<file path="config.mk">
export PLATFORM = sky130hd
export DESIGN_NAME = heq_ctrl
export DESIGN_NICKNAME = d
export VERILOG_FILES = /design/src/hdl/histogram_equalizer_macros.svh /design/src/hdl/heq_pkg.sv /design/src/hdl/heq_ctrl.sv
export SDC_FILE = /design/constraint.sdc
export NUM_CORES = 1
export LEC_CHECK = 0
export ABC_AREA = 1
export BUFFER_PORTS_ARGS = -buffer_cell sky130_fd_sc_hd__clkbuf_2
export CAP_MARGIN = 20
export CORE_MARGIN = 2
export CORE_UTILIZATION = 40
export CTS_BUF_LIST = sky130_fd_sc_hd__clkbuf_4
export CTS_CLUSTER_SIZE = 8
export DETAILED_ROUTE_END_ITERATION = 10
export PLACE_DENSITY = 0.6
export SKIP_LAST_GASP = 1
export SYNTH_ARGS = -nofsm -noshare
export SYNTH_HDL_FRONTEND = slang
export SYNTH_SLANG_ARGS = --single-unit
export TNS_END_PERCENT = 1
</file>
<file path="constraint.sdc">
create_clock -name clk_i -period 3.1 [get_ports clk_i]
set_input_delay 0.31 -clock clk_i [delete_from_list [all_inputs] [get_ports clk_i]]
set_output_delay 0.31 -clock clk_i [all_outputs]
set_load 0.01 [all_outputs]
</file>
<file path="src/hdl/histogram_equalizer_macros.svh">
// assertion macros shared by the histogram equalizer rtl
// no dependencies; included by files that carry concurrent checks
`ifndef HISTOGRAM_EQUALIZER_MACROS_SVH
`define HISTOGRAM_EQUALIZER_MACROS_SVH

// same-cycle implication, disabled while reset is asserted
`define HEQ_ASSERT_IMP(lbl, clk, rstn, ante, cons, msg) \
  lbl: assert property (@(posedge clk) disable iff (!rstn) (ante) |-> (cons)) else $error(msg);

// next-cycle implication, disabled while reset is asserted
`define HEQ_ASSERT_NXT(lbl, clk, rstn, ante, cons, msg) \
  lbl: assert property (@(posedge clk) disable iff (!rstn) (ante) |=> (cons)) else $error(msg);

`endif

</file>
<file path="src/hdl/heq_pkg.sv">
// shared constants, types and control structs of the histogram equalizer
// no dependencies; used by the interfaces, controller, datapath and top level
`default_nettype none

package heq_pkg;

  localparam int unsigned MAX_PIXELS    = 4194304;
  localparam int unsigned PIX_W         = 8;
  localparam int unsigned LEVELS        = 2 ** PIX_W;
  localparam int unsigned CNT_W         = 23;
  localparam int unsigned COUNT_MAX     = 2 ** CNT_W - 1;
  localparam int unsigned PIXEL_CAP_INT = (MAX_PIXELS < COUNT_MAX) ? MAX_PIXELS : COUNT_MAX;
  // scaled numerator (cdf - min) * 255 and divisor range << (PIX_W - 1)
  localparam int unsigned NUM_W         = CNT_W + PIX_W;
  localparam int unsigned DVS_W         = CNT_W + PIX_W - 1;
  localparam int unsigned STEP_W        = $clog2(PIX_W);

  typedef logic [PIX_W-1:0]  pix_t;
  typedef logic [CNT_W-1:0]  cnt_t;
  typedef logic [NUM_W-1:0]  num_t;
  typedef logic [DVS_W-1:0]  dvs_t;
  typedef logic [STEP_W-1:0] step_t;

  localparam cnt_t  PIXEL_CAP  = CNT_W'(PIXEL_CAP_INT);
  localparam pix_t  LAST_INDEX = PIX_W'(LEVELS - 1);
  localparam step_t LAST_STEP  = STEP_W'(PIX_W - 1);

  typedef enum logic {
    MODE_ACCUM = 1'b0,
    MODE_MAP   = 1'b1
  } mode_e;

  // commands from the controller to the datapath
  typedef struct packed {
    logic take;        // latch the accepted input transaction
    logic bin_sel_idx; // bin read address from the sweep index
    logic acc_wr;      // write bin + 1 and bump the pixel total
    logic build_init;  // reset sweep index, running sum and minimum
    logic cdf_step;    // add the bin just read to the running sum
    logic diff_step;   // form cdf - min and total - min
    logic scale_step;  // multiply by 255, load divisor
    logic div_step;    // one restoring division step
    logic map_wr;      // write map entry, advance sweep index
    logic out_load;    // load the output register from the map read
    logic clr;         // clear histogram and pixel total
  } heq_cmd_t;

  // status from the datapath to the controller
  typedef struct packed {
    logic last;     // latched last flag
    logic at_cap;   // pixel total reached the cap
    logic div_done; // final division step this cycle
    logic idx_done; // sweep at the last map entry
    logic out_busy; // output register full and not being taken
  } heq_sts_t;

endpackage

`default_nettype wire

</file>
<file path="src/hdl/heq_ctrl.sv">
// sequencing state machine: accumulate, map build sweep and map lookup
// depends on heq_pkg; drives heq_datapath through heq_cmd_t
`default_nettype none

module heq_ctrl (
  input  logic              clk_i,
  input  logic              rst_ni,
  input  logic              in_valid_i,
  input  logic              in_mode_i,
  output logic              in_ready_o,
  input  heq_pkg::heq_sts_t sts_i,
  output heq_pkg::heq_cmd_t cmd_o
);
  import heq_pkg::*;

  typedef enum logic [10:0] {
    S_IDLE    = 11'b000_0000_0001,
    S_ACC_RD  = 11'b000_0000_0010,
    S_ACC_WR  = 11'b000_0000_0100,
    S_B_RD    = 11'b000_0000_1000,
    S_B_CDF   = 11'b000_0001_0000,
    S_B_DIFF  = 11'b000_0010_0000,
    S_B_SCALE = 11'b000_0100_0000,
    S_B_DIV   = 11'b000_1000_0000,
    S_B_WR    = 11'b001_0000_0000,
    S_LUT_RD  = 11'b010_0000_0000,
    S_LUT_OUT = 11'b100_0000_0000
  } state_e;

  state_e state_q, state_d;

  // next state and commands
  always_comb begin
    state_d    = state_q;
    cmd_o      = '0;
    in_ready_o = 1'b0;
    unique case (state_q)
      S_IDLE: begin
        in_ready_o = 1'b1;
        if (in_valid_i) begin
          cmd_o.take = 1'b1;
          state_d    = (in_mode_i == MODE_MAP) ? S_LUT_RD : S_ACC_RD;
        end
      end
      S_ACC_RD: begin
        state_d = S_ACC_WR;
      end
      S_ACC_WR: begin
        cmd_o.acc_wr = !sts_i.at_cap;
        if (sts_i.last) begin
          cmd_o.build_init = 1'b1;
          state_d          = S_B_RD;
        end else begin
          state_d = S_IDLE;
        end
      end
      S_B_RD: begin
        cmd_o.bin_sel_idx = 1'b1;
        state_d           = S_B_CDF;
      end
      S_B_CDF: begin
        cmd_o.cdf_step = 1'b1;
        state_d        = S_B_DIFF;
      end
      S_B_DIFF: begin
        cmd_o.diff_step = 1'b1;
        state_d         = S_B_SCALE;
      end
      S_B_SCALE: begin
        cmd_o.scale_step = 1'b1;
        state_d          = S_B_DIV;
      end
      S_B_DIV: begin
        cmd_o.div_step = 1'b1;
        if (sts_i.div_done) begin
          state_d = S_B_WR;
        end
      end
      S_B_WR: begin
        cmd_o.map_wr = 1'b1;
        state_d      = sts_i.idx_done ? S_IDLE : S_B_RD;
      end
      S_LUT_RD: begin
        state_d = S_LUT_OUT;
      end
      S_LUT_OUT: begin
        if (!sts_i.out_busy) begin
          cmd_o.out_load = 1'b1;
          cmd_o.clr      = sts_i.last;
          state_d        = S_IDLE;
        end
      end
      default: begin
        state_d = S_IDLE;
      end
    endcase
  end

  // state register
  always_ff @(posedge clk_i or negedge rst_ni) begin
    if (!rst_ni) begin
      state_q <= S_IDLE;
    end else begin
      state_q <= state_d;
    end
  end

endmodule

`default_nettype wire

</file>
Yosys cells after proc, flatten, opt, wreduce, memory -nomap -nowiden
Index checks and enable logic that the tools add are counted.

word-level totals
  register bits after elaboration = 11
  latch bits = 0
  memory bits (writable) = 0
  bits in read-only memories = 0
  memories = 0

operators by class
  $add $sub $neg = 0
  multiply operators = 0
  div/mod/pow operators = 0
  magnitude comparators = 0
  equal/unequal tests = 14
  shifts and indexed selects = 0
  mux-type cells = 20
  bitwise operators = 0
  reductions and logical operators = 2

operator list
  cell                  count
  $pmux 11 s11          1
  $mux 11               3
  $eq 11x1->1 const B   1
  $eq 11x10->1 const B  1
  $eq 11x11->1 const B  1
  $eq 11x2->1 const B   1
  $eq 11x3->1 const B   1
  $eq 11x4->1 const B   1
  $eq 11x5->1 const B   1
  $eq 11x6->1 const B   1
  $eq 11x7->1 const B   1
  $eq 11x8->1 const B   1
  $eq 11x9->1 const B   1
  $mux 1                10
  $mux 10               1
  $mux 4                2
  $mux 2                3
  $ne 2x2->1 const B    3
  $reduce_and 3->1      1
  $logic_not 1->1       1

Depth between registers and ports, before layout
  depth in word-level cells = 3
  mapped depth = 8
  mapped depth without buffers = 8

Worst setup path before layout
OpenSTA, ideal clock, no wires.

  path type = flip-flop to output port
  start point = register state_q[6]
  end point = output cmd_o[0] (netlist name)
  arrival time = 1.103 ns
  slack = 1.687 ns
  cell stages (with the launch flop) = 6
  buffers on the path = 0
  cells stage by stage = dfrtp_1 -> nor2_2 -> nand2_4 -> nor2_4 -> nand2_1 -> nor3_1

RTL lines
  element                   line             RTL
  start: declaration        heq_ctrl.sv:30   state_e state_q, state_d;
  start signal: assignment  heq_ctrl.sv:104  state_q <= state_d;
  end: declaration          heq_ctrl.sv:12   output heq_pkg::heq_cmd_t cmd_o

==> impl_metrics.tcl <==
set metrics [dict create \
    status "completed" \
    synth-edff-count 0 \
    largest_reg_flops 11 \
    synth_area_sq_um 769 \
    die_w_microns 47.9 \
    synthCells 111 \
    numCtsBuffers 3 \
    diodes 0 \
    grt_max_degree 12 \
    areaGrowthSynthToFinish_pct 22.3 \
    synth_most_common_cell "inv_1" \
    required_ns 2.79 \
    die-area_sq_um 2290 \
    relSlewSlack_pct 80.1 \
    dpl.hpwl_microns 1280 \
    fillers 193 \
    grt_pass1_wl_microns 2270 \
    cp_max_fo 5 \
    yosys-top-cells-count "inv_1, nand2_1, nor2_1" \
    antenna_found_initial 0 \
    largest_register "state_q" \
    drt_pre_antenna_iters 4 \
    clock-root-buffer "clkbuf_4" \
    start_kind "flip-flop" \
    overflow 0 \
    rsz0062_at_grt "no" \
    synth_cell_types 18 \
    routedWlPerCell_microns 9.55 \
    crit_path_end_kind "output pin" \
    max_freq_ghz 0.557 \
    rows 15 \
    p_leak_nw 0.624 \
    drt-initial-drc-count 20 \
    finalCritPeriodShare_pct 57.9 \
    dieHeight_microns 47.9 \
    gp_congestion 0.764 \
    final_hold_viol_count 0 \
    whs_ns 0.198 \
    period_minus_slack_ns 1.80 \
    final-setup-viol-count 0 \
    fin_tns_setup_ns 0 \
    drt_wl_total_microns 1540 \
    power_density_nw_per_um2 677 \
    clock-sinks 11 \
    synthesis.nets 120 \
    postCtsSetupBuffers 0 \
    num_io_pins 21 \
    finalMaxSlewViolations 0 \
    arrival_ns 1.49 \
    seq_area_frac_synth_pct 35.9 \
    final_antenna_net_count 0 \
    ir_drop_mv 0.518 \
    gr-usage-met2_pct 24.0 \
    top_regs "state_q: 11 flops" \
    initial_core_util_pct 43.6 \
    synth_flop_cell "dfrtp_1" \
    hold_path.class "in2reg" \
    drive_gt1_share_pct 32.4 \
    finalNetCount 146 \
    grt_use_met3_pct 5.66 \
    synth_top_area_share_pct 32.5 \
    multi_input_area_sq_um 388 \
    ys_ff_latch 11 \
    tightest_slew_ns 0.298 \
    fin_ws_ns 1.30 \
    clk_pin_slew_worst_paths_ns 0.07 \
    cts_max_level 1 \
    synth_top_area_cell "dfrtp_1" \
    pre_cts_ws_ns 1.59 \
    coreArea_sq_um 1760 \
    avgSynthCellArea_sq_um 6.93 \
    synth_area_leaders "dfrtp_1, inv_1, nand2_1, nor2_1, nand2_4" \
    synth-warning-count 0 \
    clockBufferDepth 2 \
    synthArstFlopShare_pct 100 \
    grt.busiest_layer "met2" \
    finClkSkew_ns 0.00765 \
    met1_usage_pct 17.7 \
    seq_area_sq_um 277 \
    grt_pass1_vias 566 \
    drv.max_cap_violation_count 0 \
    critical_path_class "reg2out" \
    grt_usage_pct 14.7 \
    cts_tree "yes" \
    via_count 697 \
    insertion_delay_ns 0.27 \
    io_buffers 20 \
    drc 0 \
    viasPerCell 4.33 \
]
[cells in the final DEF (no fill, tap or decap)]
cell type / instances
inv_1: 28
nand2_1: 27
clkbuf_2: 20
nor2_1: 19
dfrtp_1: 10
nor2_2: 5
clkbuf_4: 4
nand2_4: 3
nor3_1: 3
nand3_2: 3
nand2_2: 2
nor2_4: 2
nand3_1: 2
nor2_8: 1
o21ai_2: 1
nand3b_2: 1
a21oi_2: 1
o21ai_1: 1
o22ai_1: 1
dlygate4sd3_1: 1
dfstp_2: 1
[layer usage]
metal  routed length [microns]  vias to the layer above
met5                         0                        -
li1                          -                      375
met2                       713                       13
met1                       738                      307
met3                        72                        2
met4                        12                        0
[stage by stage]
stage	util [%]	cell area, sq um	std cells	total power, W
after detailed placement	51.1	901	156	0.000535
after CTS	53.3	941	161	0.000646
final	53.3	941	161	0.000637
after global placement	51.1	901	156	0.000533
after floorplan	-	769	111	0.000461
after global routing	53.3	941	161	0.000689
[cell families after synthesis]
kind of cell | Yosys count | share of synthesized area [%]
and+or+nand+nor | 68 | 46.7
buffers and inverters | 28 | 13.7
DFF | 11 | 35.9
AOI/OAI and AO/OA | 4 | 3.74
[power breakdown]
part           switching [W]  internal (W)  total [W]
sequential         0.0000194      0.000172   0.000192
combinational       0.000216      0.000123   0.000339
clock              0.0000475     0.0000585   0.000106
[worst max-delay path, stage by stage (launching register included)]
cell and delay (ns):
dfrtp_1 0.41, nor2_2 0.18, nand2_4 0.10, nor2_4 0.15, nand2_1 0.08, nor3_1 0.14, clkbuf_2 0.16
[path summary, 6_finish.rpt]
check / startpoint / endpoint / slack (ns) / cells past startpoint
setup / recovery: state_q[4]$_DFFE_PN0P_ / cmd_o[0] / 1.30 / 6
hold / removal: in_mode_i / state_q[1]$_DFFE_PN0P_ / 0.20 / 2
setup reg to reg: state_q[4]$_DFFE_PN0P_ / state_q[7]$_DFFE_PN0P_ / 1.75 / 8
hold reg to reg: state_q[7]$_DFFE_PN0P_ / state_q[7]$_DFFE_PN0P_ / 0.62 / 4
max in group asynchronous: rst_ni / state_q[0]$_DFFE_PN1P_ / 2.37 / 2
min in group asynchronous: rst_ni / state_q[5]$_DFFE_PN0P_ / 0.45 / 2
[area by class of cell]
type | instances | area share, %
sequential | 11 | 29.4
multi-input combinational | 72 | 41.2
timing repair buffer | 21 | 11.7
tap | 25 | 3.32
clock buffer | 4 | 3.19
inverter | 28 | 11.2
[what timing repair did]
| action | in CTS | in global routing |
|---|---|---|
| hold buffers | 1 | 0 |
| hold endpoints to repair | 10 | 0 |
| resized for setup | 0 | 0 |
Note: power is estimated with default switching activity, not from simulation.
